`src/hdl/grc_ram.sv`:
```
`timescale 1ns / 1ps

// Simple dual-port RAM: one write port, one read port with registered data.
module grc_ram #(
    parameter int WIDTH = 1,
    parameter int DEPTH = 256
) (
    input  logic                     i_clk,
    input  logic                     i_wr_en,
    input  logic [$clog2(DEPTH)-1:0] i_wr_addr,
    input  logic [WIDTH-1:0]         i_wr_data,
    input  logic                     i_rd_en,
    input  logic [$clog2(DEPTH)-1:0] i_rd_addr,
    output logic [WIDTH-1:0]         o_rd_data
);
    logic [WIDTH-1:0] r_mem [DEPTH];
    logic [WIDTH-1:0] r_rd_data;

    always_ff @(posedge i_clk) begin
        if (i_wr_en) begin
            r_mem[i_wr_addr] <= i_wr_data;
        end
        if (i_rd_en) begin
            r_rd_data <= r_mem[i_rd_addr];
        end
    end

    assign o_rd_data = r_rd_data;
endmodule

```
`config.mk`:
```
export PLATFORM = sky130hd
export DESIGN_NAME = grc_ram
export DESIGN_NICKNAME = d
export VERILOG_FILES = /design/src/hdl/grc_ram.sv
export SDC_FILE = /design/constraint.sdc
export NUM_CORES = 1
export LEC_CHECK = 0
export BUFFER_PORTS_ARGS = -buffer_cell sky130_fd_sc_hd__clkbuf_2
export CAP_MARGIN = 20
export CORE_ASPECT_RATIO = 1.4
export CORE_MARGIN = 4
export CORE_UTILIZATION = 25
export CTS_CLUSTER_SIZE = 25
export DETAILED_ROUTE_END_ITERATION = 6
export GPL_TIMING_DRIVEN = 0
export RECOVER_POWER = 25
export REMOVE_ABC_BUFFERS = 1
export SLEW_MARGIN = 20
export SYNTH_ARGS = -nofsm -noshare
export SYNTH_HDL_FRONTEND = slang
export SYNTH_SLANG_ARGS = --single-unit
```
`constraint.sdc`:
```
create_clock -name i_clk -period 3.2 [get_ports i_clk]
set_input_delay 0.48 -clock i_clk [delete_from_list [all_inputs] [get_ports i_clk]]
set_output_delay 0.48 -clock i_clk [all_outputs]
set_load 0.01 [all_outputs]
```
==> impl_metrics.json, run 1 <==
{
  "status": "complete, but fails checks",
  "violations": "max-capacitance violations, max-slew violations",
  "drv_cap": 1,
  "die_w_um": 186,
  "critPathMaxStageDelay_ns": 0.81,
  "synth_area_leaders": "edfxtp_1 (69%), nor2_1 (9.0%), mux4_2 (8.5%), mux2i_1 (4.6%), clkbuf_1 (1.3%)",
  "crit_family": "compound AO/OA/AOI/OAI gates",
  "cts_tree": "built",
  "worstSetupStartpointType": "input port",
  "required_ns": 3.51,
  "ant_nets": 0,
  "drt-total-wl_um": 26500,
  "timing_worst_setup_path_type": "in -> reg",
  "utilization_pct": 28.2,
  "dr.pass1.iters": 7,
  "finClkSkew_ns": 0.0155,
  "dp_hpwl_um": 15100,
  "period_share_pct": 93.6,
  "yosys_register_bits": 257,
  "p_leak_nw": 3.68,
  "post-cts-setup-buffers": 0,
  "overflow": 0,
  "grt_max_degree": 158,
  "synth_compound_area_share_pct": 3.11,
  "viasPerCell": 4.74,
  "io_buffers": 20,
  "via_count": 6443,
  "row_count": 91,
  "irDropWorstVdd_mv": 0.294,
  "start_util_pct": 25.3,
  "cts-root-buf": "clkbuf_16",
  "final_nets": 801,
  "endpoint_kind": "register",
  "yosys.area_share.xor_xnor_pct": 0,
  "critPathMaxFanout": 29,
  "hold_viol": 0,
  "grt_pass1_vias": 6672,
  "pin_count": 21,
  "post_cts_resize_count": 0,
  "coreArea_um2": 44100,
  "clock_sinks": 257,
  "post_dp_cell_area_um2": 11800,
  "path_clk_slew_ns": 0.06,
  "fp.dieArea_um2": 48000,
  "syn_avg_cell_area_um2": 14.1,
  "final_area_um2": 12400,
  "cp_num_buf_inv": 2,
  "timing.rr.start": "r_mem[215]",
  "setup_viol": 0,
  "power_mw": 6.69,
  "ys_warn_count": 0,
  "die_h_um": 258,
  "crit_slowest_cell": "nor2b_1",
  "hp-class": "in -> reg",
  "layout-drive-gt1-share_pct": 11.9,
  "fill_cells": 4367,
  "worst_pin_slew_ns": 1.73,
  "area_growth_pct": 11.6,
  "yosysSeqAreaShare_pct": 69.3,
  "wl_per_cell_um": 19.5,
  "slew_headroom_pct": -15.2,
  "synth_top_family_by_area": "multiplexers",
  "track_usage_pct": 10.6,
  "synth-adder-area-share_pct": 0,
  "drv_slew": 101,
  "timing.fmax_ghz": 0.334,
  "h-tree-depth": 1,
  "route.detailed.drc": 0,
  "clock_tree.buffer_depth": 3,
  "grt_pass1_wl_um": 39700,
  "crit_start": "i_rd_addr[0]",
  "numCtsBuffers": 24,
  "synth.area.mux_share_pct": 13.2,
  "synth_top_area_share_pct": 69.3,
  "synthSimpleGateAreaFrac_pct": 11.9,
  "pwr_density_cell_nw_per_um2": 538,
  "cts_hold_buf": 0,
  "rsz0062_at_grt": "no",
  "synth_cells": 788,
  "cp.arrival_ns": 3.31,
  "drtIter0Drc": 659,
  "synthesis.area_um2": 11100,
  "min_from": "i_rd_en",
  "antenna_found_initial": 2,
  "path_cells": "clkbuf_4, buf_12, nor2b_1, a22o_1, nor4_1, a2111oi_0, a311oi_1, a22oi_1",
  "yosys.area.top_type": "edfxtp_1",
  "gpl.final_weighted_congestion": 0.721,
  "clock_latency_ns": 0.52,
  "post-route-min-period_ns": 2.99,
  "synthDistinctLibCells": 34
}
-- metal layers --
layer  global-route usage [%]  vias to the layer above  wire, um
met5                        0                        -        27
met4                     2.96                        4       589
met3                     1.55                       41      1240
met2                     19.6                      154     13800
met1                     12.9                     3344     10800
li1                         -                     2900         -
-- area by class of cell --
type                    count  area [um2]  share of cell area (%)
multi-input cells         474        3140                    25.3
clock inverters            13        55.1                   0.443
well taps                 558         698                    5.62
diodes                      1        2.50                  0.0201
repair buffers             23         165                    1.33
inverters                   1        3.75                  0.0302
flip-flops and latches    257        7720                    62.1
clock buffers              31         648                    5.21
-- power by group --
part | leakage (nW) | internal, mW | switching [mW]
sequential | 2.31 | 3.71 | 0.00177
combinational | 1.02 | 0.119 | 0.242
clock | 0.347 | 1.42 | 1.19
total | 3.68 | 5.26 | 1.43
-- through the flow --
stage          setup slack (ns)  cells  hold slack (ns)  TNS, ns
2_1_floorplan              1.12    732            0.579        0
3_3_place_gp              -1.89   1310            0.712  -228.91
3_5_place_dp             -0.250   1313            0.700   -0.250
4_1_cts                   0.280   1357            0.176        0
5_1_grt                 0.00629   1357            0.196        0
6_report                  0.206   1358            0.194        0
-- worst register-to-register path, delay by kind of cell (launching register included) --
kind / cells / cell delay, ns
compound gates: 3 / 0.58
flops: 1 / 0.37
mux: 3 / 1.19
-- path summary, 6_finish.rpt --
path                to  slack, ns  depth (start not counted)
max          o_rd_data       0.21                          8
min          o_rd_data       0.19                          1
max reg2reg  o_rd_data       0.78                          6
min reg2reg  o_rd_data       1.19                          6
-- synth_stat cells (all sizes together) --
cell     count
nor2       268
edfxtp     257
mux2i       51
mux4        42
clkbuf      39
nand2       23
o22ai       23
buf         17
nand3       12
nor2b        9
a22oi        8
a22o         6
nor4         5
a31oi        3
nand3b       3
nor3         3
a2111oi      2
a21oi        2
a311oi       2
o21ai        2
a21boi       1
and3         1
and3b        1
inv          1
mux2         1
nand2b       1
nand4        1
nor3b        1
o2111ai      1
or3b         1
or4          1
-- state kept, by name, summed over array words and instances (netlist names) --
signal and cells:
r_mem 256, o_rd_data 1
-- kinds of logic (layout without fill, tap and decap cells) --
family                 count (synthesis)  after routing
flip-flops                           257            257
AND/OR/NAND/NOR                      330            330
AO/OA/AOI/OAI                         50             50
buffers and inverters                 57             68
multiplexers                          94             94
other                                  0              1
-- cell usage in the layout, fill, tap and decap left out, types with 2 or more instances in the layout --
| cell | synthesis | layout |
|---|---|---|
| clkbuf_16 | 0 | 25 |
| nor4_1 | 5 | 5 |
| a22o_1 | 6 | 6 |
| nand3_1 | 12 | 12 |
| clkbuf_2 | 0 | 17 |
| a22oi_1 | 8 | 8 |
| nand2_1 | 23 | 23 |
| a2111oi_0 | 2 | 2 |
| nor2_1 | 268 | 268 |
| mux4_2 | 42 | 42 |
| a311oi_1 | 2 | 2 |
| clkbuf_1 | 39 | 7 |
| o21ai_0 | 2 | 2 |
| mux2i_1 | 51 | 51 |
| nor2b_1 | 9 | 9 |
| edfxtp_1 | 257 | 257 |
| clkinv_2 | 0 | 5 |
| nand3b_1 | 3 | 3 |
| o22ai_1 | 23 | 23 |
| a31oi_1 | 3 | 3 |
| a21oi_1 | 2 | 2 |
| nor3_1 | 3 | 3 |
| clkinv_1 | 0 | 8 |
Note: power is estimated with default switching activity, not from simulation.
==> inputs of run 2 (changes only) <==
==> constraint.sdc (replaced) <==
create_clock -name i_clk -period 2.9 [get_ports i_clk]
set_input_delay 0.435 -clock i_clk [delete_from_list [all_inputs] [get_ports i_clk]]
set_output_delay 0.435 -clock i_clk [all_outputs]
set_load 0.01 [all_outputs]
==> run 2 against run 1 <==
- the run still ends with max-capacitance violations, max-slew violations left
- register-to-register slack got worse by 0.31 ns
- global-route usage unchanged
- combinational power rose by 12%
- final area is 0.44% higher
- total power increased by 10%
- via count did not move
- clock skew increased by 0.0053 ns
- utilization grew 0.12 points
- setup slack worse by 0.016 ns
- sequential cell count is the same
- critical path type unchanged
- critical endpoint unchanged
- largest power group unchanged
==> impl_metrics.json, run 2 (synthesis results as in run 1) <==
{
  "dp_slack_ns": -0.505,
  "min_from": "i_rd_en",
  "slew_headroom_pct": -13.1,
  "p_leak_nw": 3.71,
  "crit_start": "i_rd_addr[3]",
  "violations": "max-capacitance violations, max-slew violations",
  "timing_worst_setup_path_type": "in -> reg",
  "layout_common_cells": "nor2_1 (268), edfxtp_1 (257), mux2i_1 (51)",
  "drt-total-wl_um": 26400,
  "irDropWorstVdd_mv": 0.330,
  "largest-register": "r_mem",
  "dr.pass1.iters": 5,
  "die_w_um": 186,
  "viasPerCell": 4.72,
  "layout_setup_ws_ns": 0.190,
  "cts_tree": "built",
  "hold_viol": 0,
  "ant_nets": 0,
  "period_share_pct": 93.4,
  "clock_tree.buffer_depth": 3,
  "required_ns": 3.21,
  "area_growth_pct": 12.1,
  "path_clk_slew_ns": 0.06,
  "endpoint_kind": "register",
  "drv_cap": 1,
  "timing.fmax_ghz": 0.369,
  "worstReg2RegEnd": "o_rd_data",
  "drtIter0Drc": 687,
  "pwr_density_cell_nw_per_um2": 591,
  "layout-drive-gt1-share_pct": 12.7,
  "drv_slew": 101,
  "largest_register_ffs": 256,
  "post_dp_cell_area_um2": 11800,
  "route.detailed.drc": 0,
  "hold-path-endpoint": "o_rd_data",
  "min_path_cells": 1,
  "final_common_cell": "nor2_1",
  "cp.arrival_ns": 3.02,
  "r2r.worst_path.cells": 6,
  "antenna_found_initial": 2,
  "row_count": 91,
  "io_buffers": 20,
  "met3_length_um": 1410,
  "start_util_pct": 25.3,
  "overflow": 0,
  "clock_sinks": 257,
  "wl_per_cell_um": 19.4,
  "cts_hold_buf": 0,
  "utilization_pct": 28.3,
  "hp-class": "in -> reg",
  "timing.rr.start": "r_mem[215]",
  "setup_viol": 0,
  "numCtsBuffers": 24,
  "fp.dieArea_um2": 48000,
  "cts-root-buf": "clkbuf_16",
  "worstSetupStartpointType": "input port",
  "die_h_um": 258,
  "power_mw": 7.38,
  "grt_pass1_vias": 6672,
  "wl_met2_um": 13800,
  "post-route-min-period_ns": 2.71,
  "dp_hpwl_um": 15100,
  "reg2reg_setup_slack_ns": 0.47,
  "grt_pass1_wl_um": 39700,
  "wl_met1_um": 10600,
  "rsz0062_at_grt": "no",
  "track_usage_pct": 10.6,
  "critPathMaxFanout": 26,
  "final_nets": 807,
  "via_count": 6443,
  "top_layer": "met5",
  "gpl.final_weighted_congestion": 0.721,
  "pin_count": 21,
  "coreArea_um2": 44100,
  "worst_pin_slew_ns": 1.70,
  "clock_latency_ns": 0.53,
  "h-tree-depth": 1,
  "final_area_um2": 12500,
  "finClkSkew_ns": 0.0209,
  "status": "complete, but fails checks",
  "grt_max_degree": 158
}
==> run 2: changes by cell type in the layout (fill, tap and decap cells not counted), sizes merged <==
| cell | previous run | this run |
|---|---|---|
| clkbuf | 51 | 50 |
| buf | 3 | 10 |
==> run 2: per-stage QoR <==
stage	std cells	TNS [ns]	hold slack [ns]
finish	1364	0	0.150
global route	1363	0	0.151
CTS	1357	0	0.131
detailed placement	1313	-0.505	0.655
global placement	1310	-294.44	0.667
floorplan	732	0	0.534
==> run 2: area by class of cell <==
| type | instances | area (um2) |
|---|---|---|
| Clock inverter | 13 | 55.1 |
| Antenna cell | 1 | 2.50 |
| Clock buffer | 31 | 648 |
| Tap cell | 558 | 698 |
| Inverter | 1 | 3.75 |
| Sequential cell | 257 | 7720 |
| Fill cell | 4363 | 31600 |
| Multi-Input combinational cell | 474 | 3150 |
| Timing Repair Buffer | 29 | 218 |
==> run 2: metal layers <==
metal	vias up	GRT usage (%)
li1	2909	-
met1	3314	12.9
met2	179	19.6
met3	37	1.55
met4	4	2.96
met5	-	0
==> run 2: what timing repair did <==
item / CTS / global route
resized for setup: 0 / 3
buffers inserted: 0 / 6
endpoints found under the hold margin: 0 / 0
endpoints found under the setup margin: 0 / 1
==> run 2: worst max-delay path: stages <==
cell and delay [ns]:
clkbuf_2 0.55, nand3_1 0.75, o22ai_1 0.34, nor4_1 0.10, a2111oi_0 0.42, a21oi_1 0.14
a22oi_1 0.27
==> run 2: where the power goes <==
part	switching [mW]	internal, mW	leakage, nW
Clock	1.31	1.57	0.347
Sequential	0.00196	4.10	2.31
Combinational	0.268	0.136	1.05
Total	1.58	5.81	3.71
==> run 2: worst max path at each step <==
stage,cells after the start,end,slack (ns)
after floorplan,6,o_rd_data,0.87
after global placement,7,o_rd_data,-2.14
after detailed placement,8,o_rd_data,-0.51
after CTS,8,o_rd_data,0.02
after global routing,7,o_rd_data,0.007
final,7,o_rd_data,0.19
