[src/hdl/grc_pkg.sv]
`timescale 1ns / 1ps

package grc_pkg;

    // Fixed point: map positions are Q10.FRAC_BITS, the walk runs in Q.WALK_FRAC.
    localparam int FRAC_BITS     = 8;
    localparam int WALK_FRAC     = FRAC_BITS + 16;
    localparam int MAP_CELLS_DEF = 65536;

    // Item field types.
    typedef logic               t_command;
    typedef logic [15:0]        t_cell_index;
    typedef logic signed [7:0]  t_cell_value;
    typedef logic [17:0]        t_pose;
    typedef logic [15:0]        t_heading;
    typedef logic [8:0]         t_beam;
    typedef logic [17:0]        t_dist;

    typedef enum logic {
        CMD_WRITE = 1'b0,
        CMD_CAST  = 1'b1
    } t_cmd;

    // Configuration port.
    localparam int CFG_IDX_W  = 2;
    localparam int CFG_DATA_W = 11;
    typedef enum logic [CFG_IDX_W-1:0] {
        CFG_GRID_WIDTH  = 2'd0,
        CFG_GRID_HEIGHT = 2'd1,
        CFG_MAX_RANGE   = 2'd2
    } t_cfg_idx;

    // Slope divider: the dividend is a 32-bit magnitude shifted by WALK_FRAC.
    localparam int DIV_DEN_W = 32;
    localparam int DIV_NUM_W = DIV_DEN_W + WALK_FRAC;

    // Beam offset conversion to a 16-bit binary angle.
    localparam int DEG_TURN  = 360;
    localparam int DEG_ROUND = 180;

    // Reciprocal of a full turn in degrees: n / 360 equals (n * DEG_RECIP) >> DEG_RECIP_SH
    // for every dividend below 2^DEG_NUM_W.
    localparam int DEG_NUM_W    = 25;
    localparam int DEG_RECIP_W  = 26;
    localparam int DEG_RECIP_SH = 34;
    localparam logic [DEG_RECIP_W-1:0] DEG_RECIP = 26'd47721859;

    // CORDIC datapath.
    localparam int CORDIC_W     = 33;
    localparam int ANG_W        = 26;
    localparam int CORDIC_ITERS = 16;
    localparam logic signed [CORDIC_W-1:0] CORDIC_GAIN = 33'sd652032874;
    localparam logic signed [ANG_W-1:0]    QUARTER_24  = 26'sd4194304;
    localparam logic signed [ANG_W-1:0]    HALF_24     = 26'sd8388608;

    // Walk position width: sign, fifteen integer bits and WALK_FRAC fraction bits.
    localparam int POS_W = WALK_FRAC + 16;

    // Hit distance: rounded offsets and the square root over their squares.
    localparam int RND_SHIFT = WALK_FRAC - FRAC_BITS;
    localparam int SQ_IN_W   = 21;
    localparam int SQ_W      = 2 * SQ_IN_W + 4;

    // Arctangent of 2^-i in 2^24-per-turn units.
    function automatic logic signed [ANG_W-1:0] atan_lut(input logic [3:0] i);
        logic signed [ANG_W-1:0] a;
        case (i)
            4'd0:    a = 26'sd2097152;
            4'd1:    a = 26'sd1238021;
            4'd2:    a = 26'sd654136;
            4'd3:    a = 26'sd332050;
            4'd4:    a = 26'sd166669;
            4'd5:    a = 26'sd83416;
            4'd6:    a = 26'sd41718;
            4'd7:    a = 26'sd20860;
            4'd8:    a = 26'sd10430;
            4'd9:    a = 26'sd5215;
            4'd10:   a = 26'sd2608;
            4'd11:   a = 26'sd1304;
            4'd12:   a = 26'sd652;
            4'd13:   a = 26'sd326;
            4'd14:   a = 26'sd163;
            4'd15:   a = 26'sd81;
            default: a = '0;
        endcase
        return a;
    endfunction

    // Arithmetic right shift that truncates toward zero.
    function automatic logic signed [CORDIC_W-1:0] shr_trunc(
        input logic signed [CORDIC_W-1:0] v,
        input logic [3:0] s
    );
        logic [CORDIC_W-1:0] mag;
        logic [CORDIC_W-1:0] sh;
        mag = v[CORDIC_W-1] ? $unsigned(-v) : $unsigned(v);
        sh  = mag >> s;
        return v[CORDIC_W-1] ? -$signed(sh) : $signed(sh);
    endfunction

    // Magnitude limited to 2^31.
    function automatic logic [DIV_DEN_W-1:0] mag_clamp(input logic signed [CORDIC_W-1:0] v);
        logic [CORDIC_W-1:0] mag;
        mag = v[CORDIC_W-1] ? $unsigned(-v) : $unsigned(v);
        if (mag > (CORDIC_W'(1) << 31)) begin
            mag = CORDIC_W'(1) << 31;
        end
        return mag[DIV_DEN_W-1:0];
    endfunction

endpackage

[src/hdl/grc_div.sv]
`timescale 1ns / 1ps

// Restoring unsigned divider, one quotient bit per cycle.
module grc_div (
    input  logic                           i_clk,
    input  logic                           i_rst_n,
    input  logic                           i_start,
    input  logic [grc_pkg::DIV_NUM_W-1:0]  i_dividend,
    input  logic [grc_pkg::DIV_DEN_W-1:0]  i_divisor,
    output logic                           o_done,
    output logic [grc_pkg::DIV_NUM_W-1:0]  o_quotient
);
    import grc_pkg::*;

    localparam int CNT_W = $clog2(DIV_NUM_W);

    logic                 r_busy;
    logic                 r_done;
    logic [CNT_W-1:0]     r_cnt;
    logic [DIV_NUM_W-1:0] r_num;
    logic [DIV_DEN_W-1:0] r_rem;
    logic [DIV_DEN_W-1:0] r_den;

    logic [DIV_DEN_W:0]   rem_sh;
    logic                 q_bit;
    logic [DIV_DEN_W:0]   rem_sub;

    // Shift in the next dividend bit and try to subtract the divisor.
    always_comb begin
        rem_sh  = {r_rem, r_num[DIV_NUM_W-1]};
        q_bit   = (rem_sh >= {1'b0, r_den});
        rem_sub = q_bit ? (rem_sh - {1'b0, r_den}) : rem_sh;
    end

    // Control.
    always_ff @(posedge i_clk) begin
        if (!i_rst_n) begin
            r_busy <= 1'b0;
            r_done <= 1'b0;
            r_cnt  <= '0;
        end else begin
            r_done <= 1'b0;
            if (i_start) begin
                r_busy <= 1'b1;
                r_cnt  <= '0;
            end else if (r_busy) begin
                r_cnt <= r_cnt + 1'b1;
                if (r_cnt == CNT_W'(DIV_NUM_W - 1)) begin
                    r_busy <= 1'b0;
                    r_done <= 1'b1;
                end
            end
        end
    end

    // Datapath: the dividend register fills with quotient bits from the bottom.
    always_ff @(posedge i_clk) begin
        if (i_start) begin
            r_num <= i_dividend;
            r_den <= i_divisor;
            r_rem <= '0;
        end else if (r_busy) begin
            r_num <= {r_num[DIV_NUM_W-2:0], q_bit};
            r_rem <= rem_sub[DIV_DEN_W-1:0];
        end
    end

    assign o_done     = r_done;
    assign o_quotient = r_num;
endmodule

[config.mk]
export PLATFORM = sky130hd
export DESIGN_NAME = grc_div
export DESIGN_NICKNAME = d
export VERILOG_FILES = /design/src/hdl/grc_pkg.sv /design/src/hdl/grc_div.sv
export SDC_FILE = /design/constraint.sdc
export NUM_CORES = 1
export LEC_CHECK = 0
export ABC_AREA = 1
export BUFFER_PORTS_ARGS = -buffer_cell sky130_fd_sc_hd__clkbuf_2
export CORE_MARGIN = 2
export CORE_UTILIZATION = 40
export DETAILED_ROUTE_END_ITERATION = 10
export MAX_ROUTING_LAYER = met4
export PLACE_DENSITY = 0.66
export SYNTH_ARGS = -nofsm -noshare
export SYNTH_HDL_FRONTEND = slang
export SYNTH_SLANG_ARGS = --single-unit
[constraint.sdc]
create_clock -name i_clk -period 7.2 [get_ports i_clk]
set_clock_uncertainty 0.1 [all_clocks]
set_input_delay 0.36 -clock i_clk [delete_from_list [all_inputs] [get_ports i_clk]]
set_output_delay 0.36 -clock i_clk [all_outputs]
set_load 0.1 [all_outputs]
==> run_summary.xml, run 1 <==
<?xml version="1.0" encoding="UTF-8"?>
<metrics>
  <group name="run_status">
    <metric name="status" unit="">completed</metric>
  </group>
  <group name="synthesis">
    <metric name="async_reset_ff_share" unit="%">0</metric>
    <metric name="synthesis.area_per_instance" unit="µm²">7.256</metric>
    <metric name="ys_warn_count" unit="">0</metric>
    <metric name="syn-cell-area" unit="µm²">7699</metric>
    <metric name="post_synth_inst_count" unit="">1061</metric>
    <metric name="synthesis.nets" unit="">1186</metric>
    <metric name="synth-seq-area-share" unit="%">44.73</metric>
    <metric name="synth.distinct_cells" unit="">34</metric>
    <metric name="synth-edff-count" unit="">88</metric>
    <metric name="ys_seq_elements" unit="">128</metric>
    <metric name="most_used_dff_post_synth" unit="">edfxtp_1</metric>
  </group>
  <group name="sta">
    <metric name="finalCritPeriodShare" unit="%">42.79</metric>
    <metric name="worst_pin_slew" unit="ns">0.7651</metric>
    <metric name="finalCriticalPeriod" unit="ns">3.081</metric>
    <metric name="fin_ws" unit="ns">4.119</metric>
    <metric name="finalHoldViolations" unit="">0</metric>
    <metric name="grt_setup_unrepaired" unit="">false</metric>
    <metric name="final.setup.tns" unit="ns">0</metric>
    <metric name="setup-violations-final" unit="">0</metric>
    <metric name="fmaxAchievable" unit="MHz">324.6</metric>
    <metric name="max-slew-margin-rel" unit="%">48.81</metric>
    <metric name="drv_slew" unit="">0</metric>
  </group>
  <group name="layout">
    <metric name="area_delta_synth_final" unit="%">22.35</metric>
    <metric name="fin_area" unit="µm²">9419</metric>
    <metric name="final_layout_size_suffix_gt1_share" unit="%">16.01</metric>
    <metric name="fin_nets" unit="">1349</metric>
    <metric name="antenna_cells_inserted" unit="">0</metric>
    <metric name="final_cells" unit="">1471</metric>
    <metric name="fill_cells" unit="">1898</metric>
  </group>
  <group name="pwr">
    <metric name="sw_ratio" unit="%">34.28</metric>
    <metric name="p_leak" unit="nW">4.988</metric>
    <metric name="pwr-share-seq" unit="%">39.5</metric>
    <metric name="p_per_cell_area" unit="nW/µm²">235.4</metric>
    <metric name="clockPowerShare" unit="%">40.1</metric>
    <metric name="power.switching" unit="W">0.0007599</metric>
    <metric name="vdd_ir_drop_max" unit="V">0.0001706</metric>
    <metric name="power_frac_comb" unit="%">20.5</metric>
    <metric name="power_report.internal_total" unit="W">0.001457</metric>
  </group>
  <group name="clock_tree">
    <metric name="cts_root_buffer" unit="">clkbuf_16</metric>
    <metric name="h_tree_levels" unit="">4</metric>
    <metric name="tritoncts" unit="">done</metric>
    <metric name="post-cts-setup-buffers" unit="">0</metric>
    <metric name="cts_buffers" unit="">17</metric>
    <metric name="worst_skew_pair.late_latency" unit="ns">0.43</metric>
    <metric name="numClockSinks" unit="">128</metric>
    <metric name="clkTransAtPathRegs" unit="ns">0.06</metric>
    <metric name="ctsLongestPathBuffers" unit="">2</metric>
  </group>
  <group name="floorplan">
    <metric name="chipWidth" unit="µm">142.7</metric>
    <metric name="starting_density" unit="%">41.02</metric>
    <metric name="pin_count" unit="">148</metric>
    <metric name="rows" unit="">50</metric>
    <metric name="core_area" unit="µm²">18770</metric>
    <metric name="design.die.area" unit="µm²">20370</metric>
    <metric name="die_y" unit="µm">142.7</metric>
  </group>
  <group name="route">
    <metric name="routedWlPerCell" unit="µm">13.94</metric>
    <metric name="dr.pass1.iters" unit="">7</metric>
    <metric name="drt_iter0_markers" unit="">443</metric>
    <metric name="vias" unit="">7088</metric>
    <metric name="drc_errors" unit="">0</metric>
    <metric name="detail-route-antenna-nets" unit="">0</metric>
    <metric name="wirelength" unit="µm">20510</metric>
    <metric name="avgViaCountPerCell" unit="">4.818</metric>
  </group>
  <group name="run">
    <metric name="drv.max_cap_violation_count" unit="">0</metric>
  </group>
  <group name="grt">
    <metric name="grt_pass1_vias" unit="">6787</metric>
    <metric name="global_route.usage.total" unit="%">21.64</metric>
    <metric name="global_route.overflow_total" unit="">0</metric>
    <metric name="first_pass_grt_wire_length" unit="µm">33330</metric>
    <metric name="pin_count_of_the_biggest_net_entering_global_routing" unit="">64</metric>
    <metric name="number_of_antenna_violations_at_the_first_check_in_global_routing" unit="">0</metric>
  </group>
  <group name="placement">
    <metric name="place_ws" unit="ns">3.900</metric>
    <metric name="dp.final_hpwl" unit="µm">15560</metric>
    <metric name="placedCellCount" unit="">1421</metric>
    <metric name="place_area" unit="µm²">8642</metric>
    <metric name="port_buf_inserts" unit="">147</metric>
    <metric name="gp_routability_congestion" unit="">0.9665</metric>
  </group>
  <group name="critical_path">
    <metric name="start_kind" unit="">register</metric>
    <metric name="critical_path_arrival" unit="ns">3.33</metric>
    <metric name="critPathCaptureType" unit="">register</metric>
    <metric name="setup.worst_path.class" unit="">reg -&gt; reg</metric>
    <metric name="reg2reg_from" unit="">r_den[18]</metric>
    <metric name="critical_path.max_fanout" unit="">32</metric>
    <metric name="reg2reg_slack" unit="ns">4.12</metric>
    <metric name="r2r-end" unit="">r_rem[14]</metric>
    <metric name="endpoint_required_time_on_the_critical_path" unit="ns">7.45</metric>
    <metric name="timing.reg2reg.worst_path_depth" unit="">14</metric>
  </group>
  <group name="min_path">
    <metric name="hp-class" unit="">in -&gt; reg</metric>
    <metric name="min_delay_worst_endpoint" unit="">r_den[21]</metric>
    <metric name="hold_start" unit="">i_divisor[21]</metric>
    <metric name="worst_hold_path.num_cells" unit="">1</metric>
  </group>
</metrics>
==> state kept, by name, summed over array words and instances, names as in the netlist <==
| signal | flops |
|---|---|
| r_busy | 1 |
| o_quotient | 56 |
| r_rem | 32 |
| o_done | 1 |
| r_den | 32 |
| r_cnt | 6 |
==> per-stage QoR <==
stage / hold WS (ns) / util, % / power, W
floorplan: 0.3426 / - / 0.001235
global placement: 0.3565 / 46.05 / 0.001336
detailed placement: 0.3593 / 46.05 / 0.001338
CTS: 0.0004799 / 50.19 / 0.002234
global route: 0.006576 / 50.19 / 0.002300
finish: 0.01729 / 50.19 / 0.002217
==> area by class of cell <==
type / instances / area, µm² / share of cell area [%]
repair buffers: 171 / 963.4 / 10.23
multi-input cells: 736 / 3485 / 37.00
inverters: 170 / 638.1 / 6.775
well taps: 234 / 292.8 / 3.108
clock buffers: 17 / 425.4 / 4.516
clock inverters: 15 / 171.4 / 1.820
flip-flops and latches: 128 / 3443 / 36.56
==> critical path, stage by stage, from the launching register on <==
cell,delay (ns)
edfxtp_1,0.37
inv_1,0.11
ha_1,0.29
nand2_1,0.16
nor2_1,0.07
nand2_1,0.08
nor2_1,0.08
nand2_1,0.09
nand3_2,0.09
a21oi_4,0.56
buf_4,0.36
nand2_4,0.27
nand2_1,0.18
nand3_1,0.08
o21ai_1,0.11
==> layer usage <==
layer,track usage (%),wire length (µm),vias up
met5,-,0,-
met4,7.139,325,0
met3,4.427,1457,17
met2,33.98,9246,242
met1,28.08,9484,3189
li1,-,-,3640
==> worst max-delay path by stage <==
stage,startpoint,to,slack [ns],cells after the start
4_1_cts,r_den[18],r_rem[13],4.14,14
2_1_floorplan,o_quotient[55],r_rem[16],4.29,13
6_report,r_den[18],r_rem[14],4.12,14
5_1_grt,r_den[5],r_rem[13],3.87,13
3_3_place_gp,i_start,o_quotient[49],3.95,6
3_5_place_dp,i_start,o_quotient[45],3.90,6
==> cells by family after synthesis <==
group                      share of synthesized area [%]
buffers and inverters                              10.04
AOI/OAI and AO/OA                                  3.722
adders and majority gates                          5.623
xor gates and xnor gates                           1.820
and+or+nand+nor                                    34.06
DFF                                                44.73
==> power groups by stage <==
stage                     combinational [W]  clock, W  sequential [W]
after floorplan                    0.000118         0         0.00112
after global placement             0.000445         0        0.000891
after detailed placement           0.000449         0        0.000889
after CTS                          0.000457  0.000901        0.000876
after global routing               0.000485  0.000935        0.000880
final                              0.000454  0.000888        0.000875
==> synth_stat cells, types with 4 or more instances <==
library cell	count	area [µm²]
edfxtp_1	88	2643
dfxtp_1	40	800.8
inv_1	169	634.4
clkbuf_1	10	37.54
xnor2_1	15	131.4
buf_1	5	18.77
nor2_1	46	172.7
nand3b_1	21	157.7
o21ai_0	9	45.04
a21oi_1	24	120.1
o21ai_1	11	55.05
nor3_1	12	60.06
nand3_1	72	360.4
buf_2	9	45.04
nand2_2	4	25.02
nand2_1	465	1745
ha_1	33	412.9
==> what timing repair did <==
action	in CTS	in global routing
endpoints found under the hold margin	18	0
hold buffers	18	0
resized for setup	0	0
==> cells in the final DEF (no fill, tap or decap), types with 4 or more instances in the layout <==
cell	n
ha_1	33
dlygate4sd3_1	18
edfxtp_1	88
inv_1	167
inv_6	5
o21ai_0	9
dfxtp_1	40
nor3_1	12
nand3_1	72
nand3b_1	21
buf_4	7
xnor2_1	15
nor2_1	45
clkbuf_16	17
nand2_1	465
nand2_2	4
clkbuf_2	146
o21ai_1	11
a21oi_1	24
(Power assumes the default switching activity.)
==> run 2, diff against run 1 <==
- ABC_AREA: 1 -> 0
- PLACE_DENSITY: 0.66 -> 0.67
- clock period: 7.2 -> 3.1 ns (I/O delays scaled with it)
==> run_summary.xml, run 2 <==
<?xml version="1.0" encoding="UTF-8"?>
<metrics>
  <group name="synthesis">
    <metric name="synth.top_cell.area_share" unit="%">38.14</metric>
    <metric name="synth_area_leaders" unit="">edfxtp_1 (38%), dfxtp_1 (12%), mux2_2 (9.3%)</metric>
    <metric name="syn-cell-area" unit="µm²">6928</metric>
    <metric name="synth_area_leader_cell" unit="">edfxtp_1</metric>
    <metric name="ys_warn_count" unit="">0</metric>
    <metric name="synth-seq-area-share" unit="%">49.70</metric>
    <metric name="netlist_top_cells_count" unit="">edfxtp_1 (88), mux2_2 (57), nand2_1 (57), nor2_1 (51), inv_1 (43)</metric>
    <metric name="synthesis.nets" unit="">769</metric>
    <metric name="ys_seq_elements" unit="">128</metric>
    <metric name="post_synth_inst_count" unit="">644</metric>
    <metric name="synth.distinct_cells" unit="">60</metric>
    <metric name="most_used_dff_post_synth" unit="">edfxtp_1</metric>
    <metric name="synth-edff-count" unit="">88</metric>
    <metric name="most_frequently_used_cell_type_in_the_post_synthesis_netlist" unit="">edfxtp_1</metric>
    <metric name="synthesis.area_per_instance" unit="µm²">10.76</metric>
    <metric name="async_reset_ff_share" unit="%">0</metric>
  </group>
  <group name="sta">
    <metric name="worst_pin_slew" unit="ns">0.5696</metric>
    <metric name="drv_slew" unit="">0</metric>
    <metric name="fmaxAchievable" unit="MHz">339.3</metric>
    <metric name="max-slew-margin-rel" unit="%">62.19</metric>
    <metric name="finalCriticalPeriod" unit="ns">2.947</metric>
    <metric name="setup-violations-final" unit="">0</metric>
    <metric name="grt_setup_unrepaired" unit="">true</metric>
    <metric name="finalHoldViolations" unit="">0</metric>
    <metric name="final.setup.tns" unit="ns">0</metric>
    <metric name="finalCritPeriodShare" unit="%">95.07</metric>
    <metric name="finalHoldWorstSlack" unit="ns">0.08183</metric>
  </group>
  <group name="critical_path">
    <metric name="timing.reg2reg.worst_path_depth" unit="">12</metric>
    <metric name="critical_path_buffer_and_inverter_count" unit="">1</metric>
    <metric name="critPathCaptureType" unit="">register</metric>
    <metric name="critical_path_arrival" unit="ns">3.19</metric>
    <metric name="start_kind" unit="">register</metric>
    <metric name="critPathSlowestCell" unit="">or3_1</metric>
    <metric name="critical_path.cell_chain" unit="">inv_1 &gt; ha_2 &gt; fa_2 &gt; nand2b_4 &gt; a21oi_2 &gt; o2111ai_2 &gt; nand2_2 &gt; a211oi_2 &gt; or3_1 &gt; a32oi_2 &gt; mux2_2 &gt; o221ai_1</metric>
    <metric name="crit_family" unit="">simple AND/OR/NAND/NOR gates</metric>
    <metric name="endpoint_required_time_on_the_critical_path" unit="ns">3.34</metric>
    <metric name="critical_path.max_fanout" unit="">3</metric>
    <metric name="critical-path-max-stage-delay" unit="ns">0.45</metric>
    <metric name="setup.worst_path.class" unit="">reg -&gt; reg</metric>
    <metric name="reg2reg_slack" unit="ns">0.15</metric>
    <metric name="critical_path_depth" unit="">12</metric>
  </group>
  <group name="clock_tree">
    <metric name="worst_skew_pair.late_latency" unit="ns">0.43</metric>
    <metric name="cts_buffers" unit="">17</metric>
    <metric name="tritoncts" unit="">done</metric>
    <metric name="ctsLongestPathBuffers" unit="">2</metric>
    <metric name="clkTransAtPathRegs" unit="ns">0.06</metric>
    <metric name="cts_root_buffer" unit="">clkbuf_16</metric>
    <metric name="numClockSinks" unit="">128</metric>
    <metric name="h_tree_levels" unit="">4</metric>
  </group>
  <group name="layout">
    <metric name="area_delta_synth_final" unit="%">38.76</metric>
    <metric name="post-route-util" unit="%">56.16</metric>
    <metric name="final_layout_size_suffix_gt1_share" unit="%">31.68</metric>
    <metric name="fin_nets" unit="">1018</metric>
    <metric name="layout.cells.most_common_list" unit="">clkbuf_2 (146), dlygate4sd3_1 (89), edfxtp_1 (88)</metric>
    <metric name="final_common_cell" unit="">clkbuf_2</metric>
    <metric name="largest_reg_flops" unit="">56</metric>
    <metric name="antenna_cells_inserted" unit="">0</metric>
  </group>
  <group name="grt">
    <metric name="global_route.usage.total" unit="%">20.35</metric>
    <metric name="global_route.overflow_total" unit="">0</metric>
    <metric name="first_pass_grt_wire_length" unit="µm">28550</metric>
    <metric name="grt_pass1_vias" unit="">5920</metric>
    <metric name="pin_count_of_the_biggest_net_entering_global_routing" unit="">54</metric>
    <metric name="number_of_antenna_violations_at_the_first_check_in_global_routing" unit="">0</metric>
  </group>
  <group name="route">
    <metric name="avgViaCountPerCell" unit="">5.081</metric>
    <metric name="drc_errors" unit="">0</metric>
    <metric name="drt_iter0_markers" unit="">337</metric>
    <metric name="dr.pass1.iters" unit="">5</metric>
    <metric name="detail-route-antenna-nets" unit="">0</metric>
    <metric name="vias" unit="">5747</metric>
    <metric name="routedWlPerCell" unit="µm">15.45</metric>
    <metric name="wirelength" unit="µm">17470</metric>
  </group>
  <group name="placement">
    <metric name="gp_routability_congestion" unit="">0.9642</metric>
    <metric name="dp.final_hpwl" unit="µm">12180</metric>
    <metric name="port_buf_inserts" unit="">147</metric>
  </group>
  <group name="pwr">
    <metric name="vdd_ir_drop_max" unit="V">0.0003915</metric>
    <metric name="power.total" unit="W">0.005826</metric>
    <metric name="p_leak" unit="nW">4.034</metric>
    <metric name="p_per_cell_area" unit="nW/µm²">606.0</metric>
  </group>
  <group name="floorplan">
    <metric name="starting_density" unit="%">40.48</metric>
    <metric name="die_y" unit="µm">135.6</metric>
    <metric name="core_area" unit="µm²">17120</metric>
    <metric name="pin_count" unit="">148</metric>
    <metric name="design.die.area" unit="µm²">18390</metric>
    <metric name="rows" unit="">48</metric>
    <metric name="chipWidth" unit="µm">135.6</metric>
  </group>
  <group name="run">
    <metric name="drv.max_cap_violation_count" unit="">0</metric>
  </group>
  <group name="min_path">
    <metric name="worst_hold_path.num_cells" unit="">1</metric>
    <metric name="hp-class" unit="">in -&gt; reg</metric>
  </group>
  <group name="run_status">
    <metric name="status" unit="">completed</metric>
  </group>
</metrics>
## run 2: changes by cell type in the layout (fill, tap and decap cells not counted), sizes merged, moves of 22 or more
cell / previous run / this run
nand2: 470 / 57
inv: 176 / 54
dlygate4sd3: 18 / 89
nand3: 74 / 10
mux2: 0 / 57
a211oi: 0 / 29
o21ai: 20 / 42
## run 2: final timing paths
path             startpoint         to
min reg2reg       r_rem[24]  r_rem[24]
max reg2reg  o_quotient[55]  r_rem[28]
max          o_quotient[55]  r_rem[28]
min                 i_start   r_den[3]
## run 2: power by group
group          internal [W]  switching, W
combinational      0.000533       0.00110
clock               0.00123      0.000875
sequential          0.00200     0.0000862
total               0.00376       0.00206
## run 2: area by class of cell
| type | count | area, µm² |
|---|---|---|
| Clock buffer | 17 | 425.4 |
| Clock inverter | 15 | 190.2 |
| Fill cell | 1460 | 7503 |
| Inverter | 43 | 161.4 |
| Multi-Input combinational cell | 443 | 3264 |
| Sequential cell | 128 | 3443 |
| Tap cell | 225 | 281.5 |
| Timing Repair Buffer | 260 | 1847 |
## run 2: stage by stage
step	cell area, µm²	setup slack [ns]	cells
6_report	9613	0.1527	1131
5_1_grt	9613	-0.02838	1131
4_1_cts	9549	0.08148	1127
3_5_place_dp	8043	0.1015	1006
3_3_place_gp	8043	0.1560	1006
2_1_floorplan	6964	-0.4037	644
## run 2: cells by family after synthesis
group	Yosys count	synth area share (%)
AOI/OAI and AO/OA	149	14.41
xor gates and xnor gates	29	3.666
adders and majority gates	34	6.249
buffers and inverters	73	4.190
DFF	128	49.70
muxes	69	11.00
and+or+nand+nor	162	10.78
## run 2: layer usage
layer / vias up / track usage [%] / part of all wire [%]
met3: 26 / 5.350 / 5.4
met2: 168 / 33.31 / 48
met4: 0 / 5.961 / 1.7
met5: - / - / 0
met1: 2694 / 24.82 / 45
li1: 2859 / - / -
## run 2: worst register-to-register path, cell delays in order (launching register included)
cell	delay (ns)
edfxtp_1	0.35
inv_1	0.06
ha_2	0.19
fa_2	0.35
nand2b_4	0.15
a21oi_2	0.18
o2111ai_2	0.18
nand2_2	0.14
a211oi_2	0.08
or3_1	0.45
a32oi_2	0.21
mux2_2	0.36
o221ai_1	0.07
## run 2: repair_timing
action	4_1_cts	5_1_grt
setup buffers	0	4
hold buffers	89	0
hold endpoints to repair	89	0
gates resized for setup	0	5
endpoints found under the setup margin	0	26
==> run 3, diff against run 2 <==
- CORE_ASPECT_RATIO: unset -> 0.7
- RECOVER_POWER: unset -> 25
==> run_summary.xml, run 3 (same netlist as run 2, synthesis figures left out) <==
<?xml version="1.0" encoding="UTF-8"?>
<metrics>
  <group name="run_status">
    <metric name="status" unit="">finished, violations left</metric>
    <metric name="violations" unit="">max-capacitance violations, max-slew violations</metric>
  </group>
  <group name="clock_tree">
    <metric name="worst_skew_pair.late_latency" unit="ns">0.42</metric>
    <metric name="tritoncts" unit="">done</metric>
    <metric name="ctsLongestPathBuffers" unit="">2</metric>
    <metric name="clkTransAtPathRegs" unit="ns">0.06</metric>
    <metric name="numClockSinks" unit="">128</metric>
    <metric name="cts_buffers" unit="">17</metric>
    <metric name="h_tree_levels" unit="">4</metric>
    <metric name="cts_root_buffer" unit="">clkbuf_16</metric>
  </group>
  <group name="placement">
    <metric name="port_buf_inserts" unit="">147</metric>
    <metric name="place_ws" unit="ns">0.09763</metric>
    <metric name="gp_routability_congestion" unit="">0.9241</metric>
    <metric name="dp.final_hpwl" unit="µm">11950</metric>
    <metric name="place_area" unit="µm²">8028</metric>
  </group>
  <group name="min_path">
    <metric name="min_delay_worst_endpoint" unit="">r_den[0]</metric>
    <metric name="worst_hold_path.num_cells" unit="">1</metric>
    <metric name="hp-class" unit="">in -&gt; reg</metric>
    <metric name="hold_start" unit="">i_start</metric>
  </group>
  <group name="pwr">
    <metric name="vdd_ir_drop_max" unit="V">0.0004011</metric>
    <metric name="p_leak" unit="nW">4.027</metric>
    <metric name="p_per_cell_area" unit="nW/µm²">612.0</metric>
    <metric name="power.total" unit="W">0.005884</metric>
  </group>
  <group name="critical_path">
    <metric name="critPathSlowestCell" unit="">or4_4</metric>
    <metric name="r2r-end" unit="">r_rem[30]</metric>
    <metric name="critical_path_buffer_and_inverter_count" unit="">1</metric>
    <metric name="critical_path.max_fanout" unit="">3</metric>
    <metric name="critical_path_arrival" unit="ns">3.24</metric>
    <metric name="critical_path.cell_chain" unit="">inv_1 &gt; ha_2 &gt; fa_2 &gt; nand2b_4 &gt; a21oi_4 &gt; o2111ai_4 &gt; nand3b_4 &gt; a221oi_2 &gt; o31a_1 &gt; or4_4 &gt; a22o_1 &gt; o21ai_1</metric>
    <metric name="crit_family" unit="">compound AO/OA/AOI/OAI gates</metric>
    <metric name="reg2reg_slack" unit="ns">0.12</metric>
    <metric name="reg2reg_from" unit="">o_quotient[55]</metric>
    <metric name="setup.worst_path.class" unit="">reg -&gt; reg</metric>
    <metric name="timing.reg2reg.worst_path_depth" unit="">12</metric>
    <metric name="critical-path-max-stage-delay" unit="ns">0.48</metric>
    <metric name="start_kind" unit="">register</metric>
    <metric name="endpoint_required_time_on_the_critical_path" unit="ns">3.36</metric>
    <metric name="critPathCaptureType" unit="">register</metric>
  </group>
  <group name="route">
    <metric name="avgViaCountPerCell" unit="">5.064</metric>
    <metric name="wirelength" unit="µm">17640</metric>
    <metric name="vias" unit="">5748</metric>
    <metric name="routedWlPerCell" unit="µm">15.54</metric>
    <metric name="detail-route-antenna-nets" unit="">0</metric>
    <metric name="drc_errors" unit="">0</metric>
    <metric name="dr.pass1.iters" unit="">5</metric>
    <metric name="drt_iter0_markers" unit="">444</metric>
  </group>
  <group name="sta">
    <metric name="finalCritPeriodShare" unit="%">96.06</metric>
    <metric name="setup-violations-final" unit="">0</metric>
    <metric name="finalCriticalPeriod" unit="ns">2.978</metric>
    <metric name="fmaxAchievable" unit="MHz">335.8</metric>
    <metric name="worst_pin_slew" unit="ns">1.737</metric>
    <metric name="grt_setup_unrepaired" unit="">false</metric>
    <metric name="fin_ws" unit="ns">0.1221</metric>
    <metric name="max-slew-margin-rel" unit="%">-15.77</metric>
    <metric name="finalHoldViolations" unit="">0</metric>
    <metric name="drv_slew" unit="">35</metric>
  </group>
  <group name="grt">
    <metric name="global_route.overflow_total" unit="">0</metric>
    <metric name="global_route.usage.total" unit="%">20.68</metric>
    <metric name="number_of_antenna_violations_at_the_first_check_in_global_routing" unit="">0</metric>
    <metric name="first_pass_grt_wire_length" unit="µm">29010</metric>
    <metric name="pin_count_of_the_biggest_net_entering_global_routing" unit="">43</metric>
    <metric name="grt_pass1_vias" unit="">5707</metric>
  </group>
  <group name="floorplan">
    <metric name="core_area" unit="µm²">17070</metric>
    <metric name="chipWidth" unit="µm">161.3</metric>
    <metric name="pin_count" unit="">148</metric>
    <metric name="die_y" unit="µm">114.1</metric>
    <metric name="design.die.area" unit="µm²">18410</metric>
    <metric name="rows" unit="">40</metric>
    <metric name="starting_density" unit="%">40.59</metric>
  </group>
  <group name="layout">
    <metric name="final_layout_size_suffix_gt1_share" unit="%">31.08</metric>
    <metric name="largest_reg_flops" unit="">56</metric>
    <metric name="antenna_cells_inserted" unit="">0</metric>
    <metric name="layout.cells.most_common_list" unit="">clkbuf_2 (144), dlygate4sd3_1 (89), edfxtp_1 (88)</metric>
    <metric name="fin_nets" unit="">1016</metric>
    <metric name="area_delta_synth_final" unit="%">38.78</metric>
    <metric name="fin_area" unit="µm²">9614</metric>
    <metric name="final_common_cell" unit="">clkbuf_2</metric>
    <metric name="fill_cells" unit="">1459</metric>
  </group>
  <group name="run">
    <metric name="drv.max_cap_violation_count" unit="">1</metric>
  </group>
</metrics>
==> run 3: changes by cell type in the layout (fill, tap and decap cells not counted), moves of 2 or more <==
| cell | delta |
|---|---|
| a21oi_2 | -2 |
| buf_4 | -4 |
| clkbuf_1 | +3 |
| clkbuf_2 | -2 |
| clkinvlp_4 | +2 |
| inv_6 | -2 |
==> run 3: metrics by stage <==
stage / util (%) / setup TNS, ns / std cells / hold slack, ns
after floorplan: - / -1.191 / 644 / 0.1539
after global placement: 47.04 / 0 / 1009 / 0.2335
after detailed placement: 47.04 / 0 / 1009 / 0.2336
after CTS: 55.89 / 0 / 1130 / 0.1396
after global routing: 56.33 / 0 / 1135 / 0.1603
final: 56.33 / 0 / 1135 / 0.1376
==> run 3: power by group <==
| group | internal (W) | switching, W | leakage, nW | total, W |
|---|---|---|---|---|
| clock network | 0.00129 | 0.000851 | 0.297 | 0.00214 |
| logic | 0.000536 | 0.00112 | 2.53 | 0.00165 |
| registers | 0.00200 | 0.0000850 | 1.20 | 0.00209 |
| total | 0.00383 | 0.00205 | 4.03 | 0.00588 |
==> run 3: how the worst max path moves through the flow <==
stage / cells past startpoint / start / endpoint / slack, ns
floorplan: 12 / o_quotient[55] / r_rem[30] / -0.40
finish: 12 / o_quotient[55] / r_rem[30] / 0.12
global placement: 12 / o_quotient[55] / r_rem[28] / 0.17
global route: 11 / r_den[3] / r_rem[23] / 0.007
CTS: 12 / o_quotient[55] / r_rem[28] / 0.08
detailed placement: 12 / o_quotient[55] / r_rem[28] / 0.1
==> run 3: routing by layer <==
layer / routed length (µm) / GRT usage (%)
met5: 0 / -
met4: 261 / 6.190
met1: 8668 / 28.55
met2: 7703 / 30.82
met3: 1009 / 4.346
==> run 3: what timing repair did <==
item / CTS / global route
setup buffers: 0 / 5
hold buffers: 89 / 0
hold endpoints to repair: 89 / 0
gates resized for setup: 0 / 6
setup endpoints to repair: 0 / 26
==> run 3: area by class of cell <==
type                            count  area (µm²)  share of cell area, %
Clock inverter                     15       195.2                  2.030
Inverter                           43       161.4                  1.679
Multi-Input combinational cell    443        3262                  33.93
Clock buffer                       17       425.4                  4.425
Tap cell                          231       289.0                  3.006
Timing Repair Buffer              258        1838                  19.12
Sequential cell                   128        3443                  35.81
==> run 3: worst reg2reg max path: stages (launching register included) <==
cell and delay, ns:
edfxtp_1 0.35, inv_1 0.06, ha_2 0.19, fa_2 0.36
nand2b_4 0.17, a21oi_4 0.19, o2111ai_4 0.15, nand3b_4 0.12
a221oi_2 0.08, o31a_1 0.31, or4_4 0.48, a22o_1 0.24
o21ai_1 0.11
